[config.mk]
export PLATFORM = sky130hd
export DESIGN_NAME = pcm_bytes_to_float_decoder_unit
export DESIGN_NICKNAME = d
export VERILOG_FILES = /design/src/pbf_pkg.sv /design/src/pbf_div.sv /design/src/pbf_dnorm.sv /design/src/pcm_bytes_to_float_decoder_unit.sv
export SDC_FILE = /design/constraint.sdc
export NUM_CORES = 1
export LEC_CHECK = 0
export ABC_CLOCK_PERIOD_IN_PS = 13100
export BUFFER_PORTS_ARGS = -buffer_cell sky130_fd_sc_hd__buf_4
export CELL_PAD_IN_SITES_DETAIL_PLACEMENT = 0
export CELL_PAD_IN_SITES_GLOBAL_PLACEMENT = 2
export CORE_ASPECT_RATIO = 1.1
export CORE_MARGIN = 2
export CORE_UTILIZATION = 25
export CTS_BUF_LIST = sky130_fd_sc_hd__clkbuf_16
export CTS_CLUSTER_DIAMETER = 30
export DETAILED_ROUTE_END_ITERATION = 16
export HOLD_SLACK_MARGIN = 0.15
export PLACE_DENSITY_LB_ADDON = 0.1
export SLEW_MARGIN = 20
export SYNTH_ARGS = -nofsm -noshare
export SYNTH_HDL_FRONTEND = slang
export SYNTH_SLANG_ARGS = --single-unit
[constraint.sdc]
create_clock -name aclk -period 13.1 [get_ports aclk]
set_input_delay 0 -clock aclk [delete_from_list [all_inputs] [get_ports aclk]]
set_output_delay 0 -clock aclk [all_outputs]
set_load 0.01 [all_outputs]
[src/pbf_pkg.sv]
`timescale 1ns / 1ps
`default_nettype none
// ----------------------------------------------------------------------------
// pbf_pkg
// Shared types, format codes and per-format constants of the PCM decoder.
// ----------------------------------------------------------------------------
package pbf_pkg;

    localparam int unsigned MaxChannels = 256;

    localparam logic [3:0] FMT_U8  = 4'd0;
    localparam logic [3:0] FMT_S8  = 4'd1;
    localparam logic [3:0] FMT_U16 = 4'd2;
    localparam logic [3:0] FMT_S16 = 4'd3;
    localparam logic [3:0] FMT_U24 = 4'd4;
    localparam logic [3:0] FMT_S24 = 4'd5;
    localparam logic [3:0] FMT_U32 = 4'd6;
    localparam logic [3:0] FMT_S32 = 4'd7;
    localparam logic [3:0] FMT_F32 = 4'd8;
    localparam logic [3:0] FMT_F64 = 4'd9;

    localparam logic [1:0] REG_FORMAT   = 2'd0;
    localparam logic [1:0] REG_ENDIAN   = 2'd1;
    localparam logic [1:0] REG_CHANNELS = 2'd2;

    typedef enum logic [1:0] {
        ST_IDLE,
        ST_CONV,
        ST_WAIT,
        ST_PUSH
    } pbf_state_t;

    // Bytes per sample; zero for codes that name no format.
    function automatic logic [3:0] fmt_bytes(input logic [3:0] fmt);
        logic [3:0] n;
        unique case (fmt)
            FMT_U8, FMT_S8:   n = 4'd1;
            FMT_U16, FMT_S16: n = 4'd2;
            FMT_U24, FMT_S24: n = 4'd3;
            FMT_U32, FMT_S32,
            FMT_F32:          n = 4'd4;
            FMT_F64:          n = 4'd8;
            default:          n = 4'd0;
        endcase
        return n;
    endfunction

    // Weight of the sign bit of an integer format.
    function automatic logic [31:0] fmt_half(input logic [3:0] fmt);
        logic [31:0] h;
        unique case (fmt)
            FMT_U8, FMT_S8:   h = 32'h0000_0080;
            FMT_U16, FMT_S16: h = 32'h0000_8000;
            FMT_U24, FMT_S24: h = 32'h0080_0000;
            default:          h = 32'h8000_0000;
        endcase
        return h;
    endfunction

endpackage
`default_nettype wire

[src/pbf_div.sv]
`timescale 1ns / 1ps
`default_nettype none
// ----------------------------------------------------------------------------
// pbf_div
// Bit-serial correctly rounded single of a magnitude over an odd divisor.
// ----------------------------------------------------------------------------
module pbf_div
    import pbf_pkg::*;
(
    input  wire logic        aclk,
    input  wire logic        aresetn,
    input  wire logic        start,
    input  wire logic [31:0] mag,
    input  wire logic [31:0] divisor,
    input  wire logic        neg,
    output logic             done,
    output logic [31:0]      result
);

    logic        busy_reg, busy_next;
    logic        done_reg, done_next;
    logic [23:0] q_reg, q_next;
    logic [31:0] r_reg, r_next;
    logic [31:0] d_reg, d_next;
    logic [5:0]  s_reg, s_next;
    logic        neg_reg, neg_next;
    logic [31:0] res_reg, res_next;

    logic [32:0] r2;
    logic        ge;
    logic [24:0] qr;

    always_comb begin
        busy_next = busy_reg;
        done_next = 1'b0;
        q_next    = q_reg;
        r_next    = r_reg;
        d_next    = d_reg;
        s_next    = s_reg;
        neg_next  = neg_reg;
        res_next  = res_reg;
        r2 = {r_reg, 1'b0};
        ge = (r2 >= {1'b0, d_reg});
        qr = {1'b0, q_reg} + {24'd0, (r2 > {1'b0, d_reg})};
        if (start) begin
            d_next   = divisor;
            neg_next = neg;
            s_next   = '0;
            if (mag == '0) begin
                res_next  = '0;
                done_next = 1'b1;
            end else begin
                busy_next = 1'b1;
                if (mag >= divisor) begin
                    q_next = 24'd1;
                    r_next = mag - divisor;
                end else begin
                    q_next = '0;
                    r_next = mag;
                end
            end
        end else if (busy_reg) begin
            if (q_reg[23]) begin
                // Round to nearest; the divisor is odd so no tie occurs.
                busy_next = 1'b0;
                done_next = 1'b1;
                if (qr[24]) begin
                    res_next = {neg_reg, 8'(9'd151 - {3'd0, s_reg}), 23'd0};
                end else begin
                    res_next = {neg_reg, 8'(9'd150 - {3'd0, s_reg}), qr[22:0]};
                end
            end else begin
                q_next = {q_reg[22:0], ge};
                r_next = ge ? 32'(r2 - {1'b0, d_reg}) : r2[31:0];
                s_next = s_reg + 6'd1;
            end
        end
    end

    always_ff @(posedge aclk) begin
        if (!aresetn) begin
            busy_reg <= 1'b0;
            done_reg <= 1'b0;
        end else begin
            busy_reg <= busy_next;
            done_reg <= done_next;
        end
        q_reg   <= q_next;
        r_reg   <= r_next;
        d_reg   <= d_next;
        s_reg   <= s_next;
        neg_reg <= neg_next;
        res_reg <= res_next;
    end

    assign done   = done_reg;
    assign result = res_reg;

endmodule
`default_nettype wire

[src/pbf_dnorm.sv]
`timescale 1ns / 1ps
`default_nettype none
// ----------------------------------------------------------------------------
// pbf_dnorm
// Bit-serial rounding of a double to single, nearest-even.
// ----------------------------------------------------------------------------
module pbf_dnorm
    import pbf_pkg::*;
(
    input  wire logic        aclk,
    input  wire logic        aresetn,
    input  wire logic        start,
    input  wire logic [63:0] dbl,
    output logic             done,
    output logic [31:0]      result
);

    logic        busy_reg, busy_next;
    logic        done_reg, done_next;
    logic [52:0] m_reg, m_next;
    logic [5:0]  cnt_reg, cnt_next;
    logic        guard_reg, guard_next;
    logic        sticky_reg, sticky_next;
    logic        norm_reg, norm_next;
    logic [10:0] ebase_reg, ebase_next;
    logic        sign_reg, sign_next;
    logic [31:0] res_reg, res_next;

    logic [10:0] ex;
    logic [24:0] q1;
    logic [34:0] bits;

    always_comb begin
        busy_next   = busy_reg;
        done_next   = 1'b0;
        m_next      = m_reg;
        cnt_next    = cnt_reg;
        guard_next  = guard_reg;
        sticky_next = sticky_reg;
        norm_next   = norm_reg;
        ebase_next  = ebase_reg;
        sign_next   = sign_reg;
        res_next    = res_reg;
        ex   = dbl[62:52];
        q1   = m_reg[24:0] + {24'd0, guard_reg & (sticky_reg | m_reg[0])};
        bits = {1'b0, ebase_reg, 23'd0} + {10'd0, q1};
        if (start) begin
            sign_next = dbl[63];
            if (ex == 11'h7ff) begin
                done_next = 1'b1;
                res_next  = (dbl[51:0] == '0) ? {dbl[63], 31'h7f80_0000}
                                              : {dbl[63], 8'hff, 1'b1, dbl[50:29]};
            end else if (ex < 11'd866) begin
                // Zero, or too small for even the least subnormal.
                done_next = 1'b1;
                res_next  = {dbl[63], 31'd0};
            end else begin
                busy_next   = 1'b1;
                m_next      = {1'b1, dbl[51:0]};
                guard_next  = 1'b0;
                sticky_next = 1'b0;
                norm_next   = (ex >= 11'd897);
                ebase_next  = 11'(ex - 11'd897);
                cnt_next    = (ex >= 11'd897) ? 6'd29 : 6'(11'd926 - ex);
            end
        end else if (busy_reg) begin
            if (cnt_reg != '0) begin
                sticky_next = sticky_reg | guard_reg;
                guard_next  = m_reg[0];
                m_next      = {1'b0, m_reg[52:1]};
                cnt_next    = cnt_reg - 6'd1;
            end else begin
                busy_next = 1'b0;
                done_next = 1'b1;
                if (!norm_reg) begin
                    res_next = {sign_reg, 6'd0, q1};
                end else if (bits >= 35'h0_7f80_0000) begin
                    res_next = {sign_reg, 31'h7f80_0000};
                end else begin
                    res_next = {sign_reg, bits[30:0]};
                end
            end
        end
    end

    always_ff @(posedge aclk) begin
        if (!aresetn) begin
            busy_reg <= 1'b0;
            done_reg <= 1'b0;
        end else begin
            busy_reg <= busy_next;
            done_reg <= done_next;
        end
        m_reg      <= m_next;
        cnt_reg    <= cnt_next;
        guard_reg  <= guard_next;
        sticky_reg <= sticky_next;
        norm_reg   <= norm_next;
        ebase_reg  <= ebase_next;
        sign_reg   <= sign_next;
        res_reg    <= res_next;
    end

    assign done   = done_reg;
    assign result = res_reg;

endmodule
`default_nettype wire

[src/pcm_bytes_to_float_decoder_unit.sv]
`timescale 1ns / 1ps
`default_nettype none
// ----------------------------------------------------------------------------
// pcm_bytes_to_float_decoder_unit
// Assembles interleaved PCM bytes into samples and converts each to single.
// ----------------------------------------------------------------------------
// Channel  | Direction | Carries
// s_       | in        | tdata[7:0] data_byte, tlast end_of_data
// m_       | out       | tdata[31:0] sample_bits, [39:32] channel_index,
//          |           | tlast frame_done, tuser[0] has_sample, [1] truncated
// cfg_     | in        | index 0 format code, 1 big_endian, 2 channels
//
// A byte that completes no sample is simply taken; one that only ends a cut
// frame passes through ST_PUSH to reach the output register. A completed
// sample is accepted in ST_IDLE and prepared in ST_CONV, then the serial unit:
// integer formats run the bit-serial divider, one quotient bit a cycle;
// f64 runs the serial rounding shifter; f32 needs none. ST_WAIT then hands
// the result to the output stage and ST_PUSH moves it into the output
// register once that is free; f32 skips the hand-over.
// Reset is synchronous and active low and clears the framing and control.
// The input is taken again as soon as the result sits in the output
// register, so a stalled consumer holds back only the next item bound for the output.
// ----------------------------------------------------------------------------
module pcm_bytes_to_float_decoder_unit
    import pbf_pkg::*;
(
    input  wire logic        aclk,
    input  wire logic        aresetn,
    // Input stream
    input  wire logic        s_tvalid,
    output logic             s_tready,
    input  wire logic [7:0]  s_tdata,   // [7:0] data_byte
    input  wire logic        s_tlast,   // end_of_data
    // Result stream
    output logic             m_tvalid,
    input  wire logic        m_tready,
    output logic [39:0]      m_tdata,   // [31:0] sample_bits, [39:32] channel_index
    output logic             m_tlast,   // frame_done
    output logic [1:0]       m_tuser,   // [0] has_sample, [1] truncated
    // Configuration writes
    input  wire logic        cfg_valid,
    output logic             cfg_ready,
    input  wire logic [1:0]  cfg_index,
    input  wire logic [8:0]  cfg_data
);

    pbf_state_t  state_reg, state_next;

    logic [3:0]  fmt_reg, fmt_next;
    logic        be_reg, be_next;
    logic [8:0]  chans_reg, chans_next;

    logic [63:0] word_reg, word_next;
    logic [2:0]  pos_reg, pos_next;
    logic [7:0]  chan_reg, chan_next;

    logic [63:0] samp_reg, samp_next;
    logic [31:0] pbits_reg, pbits_next;
    logic [7:0]  pchan_reg, pchan_next;
    logic        pdone_reg, pdone_next;
    logic        pfdone_reg, pfdone_next;
    logic        ptrunc_reg, ptrunc_next;

    logic        ovalid_reg, ovalid_next;
    logic [39:0] odata_reg, odata_next;
    logic        olast_reg, olast_next;
    logic [1:0]  ouser_reg, ouser_next;

    logic        accept, cfg_write, out_load;
    logic [3:0]  nb;
    logic [8:0]  fch;
    logic [63:0] asm_word;
    logic        complete, fdone_now, trunc_now;
    logic [2:0]  pos_after;
    logic [7:0]  chan_after;

    logic [31:0] half, mask, raw;
    logic [32:0] mag33;
    logic        neg;
    logic        div_start, dn_start, div_done, dn_done;
    logic [31:0] div_res, dn_res;

    assign accept    = s_tvalid && s_tready;
    assign cfg_write = cfg_valid && cfg_ready;
    assign cfg_ready = 1'b1;
    assign s_tready  = (state_reg == ST_IDLE);
    assign out_load  = (state_reg == ST_PUSH) && (!ovalid_reg || m_tready);

    // Framing: byte placement, sample completion and channel count.
    always_comb begin
        nb  = fmt_bytes(fmt_reg);
        if (chans_reg == '0) begin
            fch = 9'd1;
        end else if (chans_reg > 9'(MaxChannels)) begin
            fch = 9'(MaxChannels);
        end else begin
            fch = chans_reg;
        end
        asm_word = word_reg;
        if (be_reg && nb > 4'd1) begin
            asm_word = {word_reg[55:0], s_tdata};
        end else begin
            for (int i = 0; i < 8; i++) begin
                if (pos_reg == 3'(i)) begin
                    asm_word[8*i +: 8] = word_reg[8*i +: 8] | s_tdata;
                end
            end
        end
        complete   = (nb != '0) && ({1'b0, pos_reg} + 4'd1 >= nb);
        fdone_now  = complete && ({1'b0, chan_reg} + 9'd1 >= fch);
        pos_after  = pos_reg;
        chan_after = chan_reg;
        if (nb != '0) begin
            if (complete) begin
                pos_after  = '0;
                chan_after = fdone_now ? 8'd0 : 8'(chan_reg + 8'd1);
            end else begin
                pos_after = pos_reg + 3'd1;
            end
        end
        trunc_now = s_tlast && ((pos_after != '0) || (chan_after != '0));
    end

    // Integer magnitude and sign from the completed word.
    always_comb begin
        half  = fmt_half(fmt_reg);
        mask  = 32'({half, 1'b0} - 33'd1);
        raw   = samp_reg[31:0] & mask;
        if (!fmt_reg[0]) begin
            raw = raw ^ half;
        end
        neg   = |(raw & half);
        mag33 = neg ? ({half, 1'b0} - {1'b0, raw}) : {1'b0, raw};
    end

    always_comb begin
        state_next  = state_reg;
        fmt_next    = fmt_reg;
        be_next     = be_reg;
        chans_next  = chans_reg;
        word_next   = word_reg;
        pos_next    = pos_reg;
        chan_next   = chan_reg;
        samp_next   = samp_reg;
        pbits_next  = pbits_reg;
        pchan_next  = pchan_reg;
        pdone_next  = pdone_reg;
        pfdone_next = pfdone_reg;
        ptrunc_next = ptrunc_reg;
        div_start   = 1'b0;
        dn_start    = 1'b0;

        if (cfg_write) begin
            unique case (cfg_index)
                REG_FORMAT:   fmt_next   = cfg_data[3:0];
                REG_ENDIAN:   be_next    = cfg_data[0];
                REG_CHANNELS: chans_next = cfg_data;
                default:      ;
            endcase
            if ((cfg_index == REG_FORMAT) || (cfg_index == REG_ENDIAN)
                    || (cfg_index == REG_CHANNELS)) begin
                word_next = '0;
                pos_next  = '0;
                chan_next = '0;
            end
        end

        unique case (state_reg)
            ST_IDLE: begin
                if (accept) begin
                    pchan_next  = chan_reg;
                    pdone_next  = complete;
                    pfdone_next = fdone_now;
                    ptrunc_next = trunc_now;
                    pbits_next  = '0;
                    samp_next   = asm_word;
                    word_next   = complete ? 64'd0 : asm_word;
                    pos_next    = pos_after;
                    chan_next   = chan_after;
                    if (s_tlast) begin
                        word_next = '0;
                        pos_next  = '0;
                        chan_next = '0;
                    end
                    if (complete) begin
                        state_next = ST_CONV;
                    end else if (trunc_now) begin
                        state_next = ST_PUSH;
                    end
                end
            end
            ST_CONV: begin
                if (fmt_reg == FMT_F32) begin
                    pbits_next = samp_reg[31:0];
                    state_next = ST_PUSH;
                end else if (fmt_reg == FMT_F64) begin
                    dn_start   = 1'b1;
                    state_next = ST_WAIT;
                end else begin
                    div_start  = 1'b1;
                    state_next = ST_WAIT;
                end
            end
            ST_WAIT: begin
                if (div_done) begin
                    pbits_next = div_res;
                    state_next = ST_PUSH;
                end else if (dn_done) begin
                    pbits_next = dn_res;
                    state_next = ST_PUSH;
                end
            end
            ST_PUSH: begin
                if (out_load) begin
                    state_next = ST_IDLE;
                end
            end
            default: state_next = ST_IDLE;
        endcase

        ovalid_next = ovalid_reg && !m_tready;
        odata_next  = odata_reg;
        olast_next  = olast_reg;
        ouser_next  = ouser_reg;
        if (out_load) begin
            ovalid_next = 1'b1;
            odata_next  = {pchan_reg, pbits_reg};
            olast_next  = pfdone_reg;
            ouser_next  = {ptrunc_reg, pdone_reg};
        end
    end

    always_ff @(posedge aclk) begin
        if (!aresetn) begin
            state_reg  <= ST_IDLE;
            fmt_reg    <= FMT_U8;
            be_reg     <= 1'b0;
            chans_reg  <= 9'd1;
            word_reg   <= '0;
            pos_reg    <= '0;
            chan_reg   <= '0;
            ovalid_reg <= 1'b0;
        end else begin
            state_reg  <= state_next;
            fmt_reg    <= fmt_next;
            be_reg     <= be_next;
            chans_reg  <= chans_next;
            word_reg   <= word_next;
            pos_reg    <= pos_next;
            chan_reg   <= chan_next;
            ovalid_reg <= ovalid_next;
        end
        samp_reg   <= samp_next;
        pbits_reg  <= pbits_next;
        pchan_reg  <= pchan_next;
        pdone_reg  <= pdone_next;
        pfdone_reg <= pfdone_next;
        ptrunc_reg <= ptrunc_next;
        odata_reg  <= odata_next;
        olast_reg  <= olast_next;
        ouser_reg  <= ouser_next;
    end

    pbf_div u_div (
        .aclk    (aclk),
        .aresetn (aresetn),
        .start   (div_start),
        .mag     (mag33[31:0]),
        .divisor (half - 32'd1),
        .neg     (neg),
        .done    (div_done),
        .result  (div_res)
    );

    pbf_dnorm u_dnorm (
        .aclk    (aclk),
        .aresetn (aresetn),
        .start   (dn_start),
        .dbl     (samp_reg),
        .done    (dn_done),
        .result  (dn_res)
    );

    assign m_tvalid = ovalid_reg;
    assign m_tdata  = odata_reg;
    assign m_tlast  = olast_reg;
    assign m_tuser  = ouser_reg;

    a_result_has_cause: assert property (@(posedge aclk) disable iff (!aresetn)
        m_tvalid |-> (m_tuser != 2'b00))
        else $error("result item carries neither a sample nor truncation");

    a_chan_in_frame: assert property (@(posedge aclk) disable iff (!aresetn)
        ({1'b0, chan_reg} < fch) || (chan_reg == 8'd0) || $past(cfg_write))
        else $error("channel counter beyond frame size");

    a_units_exclusive: assert property (@(posedge aclk) disable iff (!aresetn)
        !(div_done && dn_done))
        else $error("both conversion units finished together");

    a_load_from_push: assert property (@(posedge aclk) disable iff (!aresetn)
        out_load |=> (state_reg == ST_IDLE) && m_tvalid)
        else $error("output load did not complete the item");

endmodule
`default_nettype wire
Word-level counts from Yosys, hierarchy flattened:

Memory sizes are Yosys's and may differ from the RTL's. A register that Yosys moved wholly into a read port is not among the register bits.
Index checks and enable logic that the tools add are counted.

* bits in registers: 479
* bits in read-only memories: 64
* input bits: 25
* output and inout bits: 46
* word-level logic and storage cells: 279
* memories kept: 1

* add/subtract/negate cells: 18
* order comparisons: 10
* eq/ne operators: 32
* muxes and demuxes: 118
* bitwise logic cells: 17
* reductions and logical operators: 47

Memory list
* (name not given): depth 16, width 4, rd ports 1, clocked after Yosys merged registers in 1, write ports 0, line pbf_pkg.sv:36 `unique case (fmt)`

Operator list (number)
* 32-bit 2-to-1 mux: 21
* 64-bit 2-to-1 mux: 7
* 53-bit 2-to-1 mux: 5
* 32-bit one-hot mux with 3 select lines: 2
* 8-bit 2-to-1 mux: 16
* 24-bit 2-to-1 mux: 4
* 32-bit subtractor: 3
* 31-bit 2-to-1 mux: 3
* 32-bit AND: 2
* 8-bit OR: 8
* 32-bit by 1-bit subtractor with 32-bit output (second input constant): 2
* 52-bit zero test: 1
* 6-bit 2-to-1 mux: 6
* 34-bit by 25-bit adder with 35-bit output: 1
* 35-bit by 31-bit greater-or-equal comparator with 1-bit output (second input constant): 1
* 1-bit 2-to-1 mux: 35
* 33-bit by 32-bit greater-or-equal comparator with 1-bit output: 1
* 33-bit by 32-bit greater-than comparator with 1-bit output: 1
* 32-bit greater-or-equal comparator: 1
* 32-bit zero test: 1
* 32-bit OR reduction: 1
* 32-bit bitwise XOR: 1
* 24-bit by 1-bit adder with 25-bit output: 1
* 25-bit by 1-bit adder with 25-bit output: 1
* 53 further kinds: 117

Logic depth before layout (Yosys ltp):

* word-level depth: 15
* gate-level depth with buffers: 25

By module:

Synthesis repeated with hierarchy kept, for this count alone.

* cells, all modules: 2561
* area, all modules: 27042.2 µm²

Modules (own cells, without submodules)
* pcm_bytes_to_float_decoder_unit: times used 1, cells an instance 1114, area each 11944.0 µm², seq. area each 6426.2 µm²
* pbf_div: times used 1, cells an instance 997, area each 9397.8 µm², seq. area each 3793.6 µm²
* pbf_dnorm: times used 1, cells an instance 450, area each 5700.5 µm², seq. area each 3223.1 µm²

Worst setup path before layout:

No wires, ideal clock.

* path kind: register to register
* start: register samp_reg[0]
* end: register u_div.q_reg[0] (enable)
* setup time: 486 ps
* arrival: 5275 ps
* slack: 7339 ps
* cell stages (with the launch flop): 14
* buffers on the path: 2
* path through: edfxtp_1 > buf_2 > inv_1 > ha_1 > buf_2 > or4b_2 > nor2_1 > nand2_1 > o41ai_1 > a21oi_1 > xnor2_1 > o2111ai_1 > nor4_4 > a21oi_1

* word-level cells in the longest chain between the ends: 9
* elaborated cells on any way between the ends: 10
* those cells by class: add/sub (1); eq/ne (1); mux (2); bitwise (3); reduce/logical (3)

Ends and longest elaborated chain
* start: declaration: line pcm_bytes_to_float_decoder_unit.sv:57 `logic [63:0] samp_reg, samp_next;`
* start signal: assignment: line pcm_bytes_to_float_decoder_unit.sv:253 `samp_reg <= samp_next;`
* 32-bit AND *: line pcm_bytes_to_float_decoder_unit.sv:128 `raw = samp_reg[31:0] & mask;`
* 32-bit bitwise XOR: line pcm_bytes_to_float_decoder_unit.sv:130 `raw = raw ^ half;`
* 32-bit 2-to-1 mux *: line pcm_bytes_to_float_decoder_unit.sv:129 `if (!fmt_reg[0]) begin`
* branches (longest 2 deep; another with 32-bit subtractor)
* 32-bit 2-to-1 mux *: line pcm_bytes_to_float_decoder_unit.sv:133 `mag33 = neg ? ({half, 1'b0} - {1'b0, raw}) : {1'b0, raw};`
* 32-bit zero test *: line pbf_div.sv:49 `if (mag == '0) begin`
* 2-bit != test (no source line) *
* 3-bit AND reduction (no source line) *
* end signal: assignment: line pbf_div.sv:88 `q_reg <= q_next;`
* end: declaration: line pbf_div.sv:22 `logic [23:0] q_reg, q_next;`

Mark *: on every way between the ends.
A chain may end at the register's enable or synchronous reset.

Worst setup path after layout:

* start: register u_div.d_reg[14]
* end: register u_div.res_reg[5], in the netlist u_div.result[5], data pin

* word-level cells in the longest chain between the ends: 6

Ends and longest elaborated chain
* start: declaration: line pbf_div.sv:24 `logic [31:0] d_reg, d_next;`
* start signal: assignment: line pbf_div.sv:90 `d_reg <= d_next;`
* 33-bit by 32-bit greater-than comparator with 1-bit output: line pbf_div.sv:44 `qr = {1'b0, q_reg} + {24'd0, (r2 > {1'b0, d_reg})};`
* 24-bit by 1-bit adder with 25-bit output: line pbf_div.sv:44
* 31-bit 2-to-1 mux: line pbf_div.sv:67 `if (qr[24]) begin`
* 32-bit 2-to-1 mux: line pbf_div.sv:63 `if (q_reg[23]) begin`
* 32-bit 2-to-1 mux: line pbf_div.sv:62 `end else if (busy_reg) begin`
* 32-bit 2-to-1 mux: line pbf_div.sv:45 `if (start) begin`
* end signal: assignment: line pbf_div.sv:93 `res_reg <= res_next;`
* end: declaration: line pbf_div.sv:27 `logic [31:0] res_reg, res_next;`

No other way between the ends. The select of a mux whose other input is x is not followed.

==> reports/metrics.cfg <==
[sta]
timing.setup.tns_ns=0
hold_violations=0
finalClockSkew_ns=0.0238
fmax_ghz=0.147
fin_crit_sh_pct=51.9
drv_slew=0
setup_viol=0
worst_slew_pin_slew_ns=0.994
rsz0062_at_grt=false
relSlewSlack_pct=33.7
period_minus_slack_ns=6.80

[cells_and_area]
antenna_cells=0
layout_common_cells=edfxtp_1, nand2_1, nor2_1
drive_above_1_share_pct=11.9
mostFrequentLayoutCell=edfxtp_1
postLayoutCellArea_sq_um=31800
area_growth_pct=25.4
layout.nets=2846
fin_util_pct=31.6

[placed_design]
dpl_cell_area_sq_um=27200
dp_hpwl_mm=59.3
numPortBuffers=69
gp_congestion=0.814

[die]
die_w_microns=308
core_sq_um=101000
floorplan.initialDensity_pct=25.2
std_cell_rows=122
die-area_sq_um=104000
boundaryPins=71
die_y_microns=338

[clocking]
ctsResizeCount=0
cts_buffer_depth=3
clock_sinks=457
root_buffer=clkbuf_16
htreeDepth=4
cts_tree=done
clk_latency_ns=0.70
clk_pin_slew_ns=0.04
cts_buffers=130

[global_route]
grt.total_usage_pct=16.5
grt_max_degree=76
grt_antenna_before_repair=0
gr-total-overflow=0
first_global_vias=20000
grt_pass1_wl_mm=129

[power_and_ir_drop]
worst_ir_drop_vdd_mv=0.108
p_per_area_nw_per_um2=223
p_leak_nw=12.1

[routing]
dr.pass1.iters=5
first_iter_violations=1267
route.met3.wl_mm=2.75
wl_per_cell_microns=20.8
drc=0
top_layer_used=met4
wirelength_mm=86.0
wl_met1_mm=40.7
met2WireLength_mm=39.4
postRouteAntennaNets=0
via_per_inst=4.75
via_count=19600

[worst_setup_path]
cp_data_required_time_ns=13.50
cp_max_fo=31
cpPeakStageDelay_ns=0.75
crit_top_cell=and3_1
crit_chain=inv_1 > ha_1 > fa_1 > a21o_1 > a21oi_1 > o21ai_0 > and3_1 > a21oi_1 > o31a_1 > a21o_1 > inv_1 > buf_4 > ha_1 > ha_1 > and3_1 > nand2_1 > nor2_1 > and3_1 > and3_1 > nand3_1 > nand2_1 > nor2_1
critPathLaunchType=flop
crit_type=flop to flop
crit_path_end_kind=flop
slowest_stage=nand2_1
critPathArrivalTime_ns=7.20

[logic_synthesis]
syn_area_sq_um=25400
synth-seq-area-share_pct=49.9
ys.flop_type=edfxtp_1
synthArstFlopShare_pct=0
synth-edff-count=351
ys_seq_elements=457
postSynthCellCount=2592
ys_warn_count=0
synth_area_per_cell_sq_um=9.79
synthDistinctLibCells=95

[min_path]
hold_class=input pin to flop

[outcome]
status=completed

[run]
cap_violations=0

-- path summary, 6_finish.rpt --
kind,startpoint,endpoint,slack [ns],cells past startpoint
max,u_div.d_reg[14],u_div.result[5],6.30,22
min,cfg_data[1],fmt_reg[1],0.20,4
max reg2reg,u_div.d_reg[14],u_div.result[5],6.30,22
min reg2reg,pbits_reg[3],m_tdata[3],0.41,0
-- Yosys cell counts (all sizes together), types with 53 or more instances --
cell type	count	area share, %
xor2	74	2.6
nand3	53	1.0
nor2b	102	2.5
a21oi	212	4.2
xnor2	75	2.6
mux2i	55	2.2
dfxtp	106	8.4
inv	73	1.1
o21ai	140	2.8
nand2	345	5.1
ha	94	4.6
and2	78	1.9
nor2	218	3.3
edfxtp	351	42
clkbuf	108	1.6
a22oi	75	2.3
-- layout make-up --
type | count | area [sq um]
clock buffers | 131 | 3280
multi-input cells | 1912 | 11900
fillers | 10400 | 68800
clock inverters | 105 | 798
well taps | 1302 | 1630
inverters | 75 | 285
flip-flops and latches | 457 | 12700
repair buffers | 149 | 1260
-- critical path, delay by kind of cell (launching register included) --
kind | cells | cell delay (ns)
adder cells (fa/ha/maj) | 4 | 0.92
buffers and inverters | 3 | 0.78
AO/OA/AOI/OAI | 6 | 1.56
AND/OR/NAND/NOR | 9 | 2.88
flip-flops | 1 | 0.35
-- repair_timing --
item	4_1_cts	5_1_grt
hold endpoints to repair	173	0
setup buffers	0	0
hold buffers	52	0
-- cell families after synthesis --
family          Yosys count  synth area share, %
flops                   457                 49.9
other cells               2               0.0296
fa+ha+maj                96                 4.79
compound gates          628                 15.7
simple gates            976                 18.6
mux                      60                 2.44
buf+inv                 224                 3.45
xor+xnor                149                 5.17
-- stage by stage --
stage / instances / total power [mW] / hold slack [ns] / worst slack (ns)
final: 4131 / 7.10 / 0.198 / 6.30
after global routing: 4131 / 7.54 / 0.216 / 5.53
after CTS: 4130 / 7.21 / 0.153 / 6.20
after detailed placement: 3842 / 4.24 / 0.262 / 6.26
after global placement: 3842 / 4.25 / 0.251 / 6.28
after floorplan: 2593 / 3.55 / 0.125 / 7.34
-- report_power, final --
part | switching (mW) | leakage, nW | internal [mW]
Sequential | 0.268 | 4.15 | 1.99
Clock | 0.972 | 2.09 | 1.91
Combinational | 1.23 | 5.84 | 0.727
Total | 2.47 | 12.1 | 4.63
-- metal layers --
metal	GRT usage [%]	vias up
met1	22.2	9433
li1	-	9664
met5	0	-
met4	6.64	0
met2	26.0	356
met3	2.95	151
Note: power is estimated with default switching activity, not from simulation.
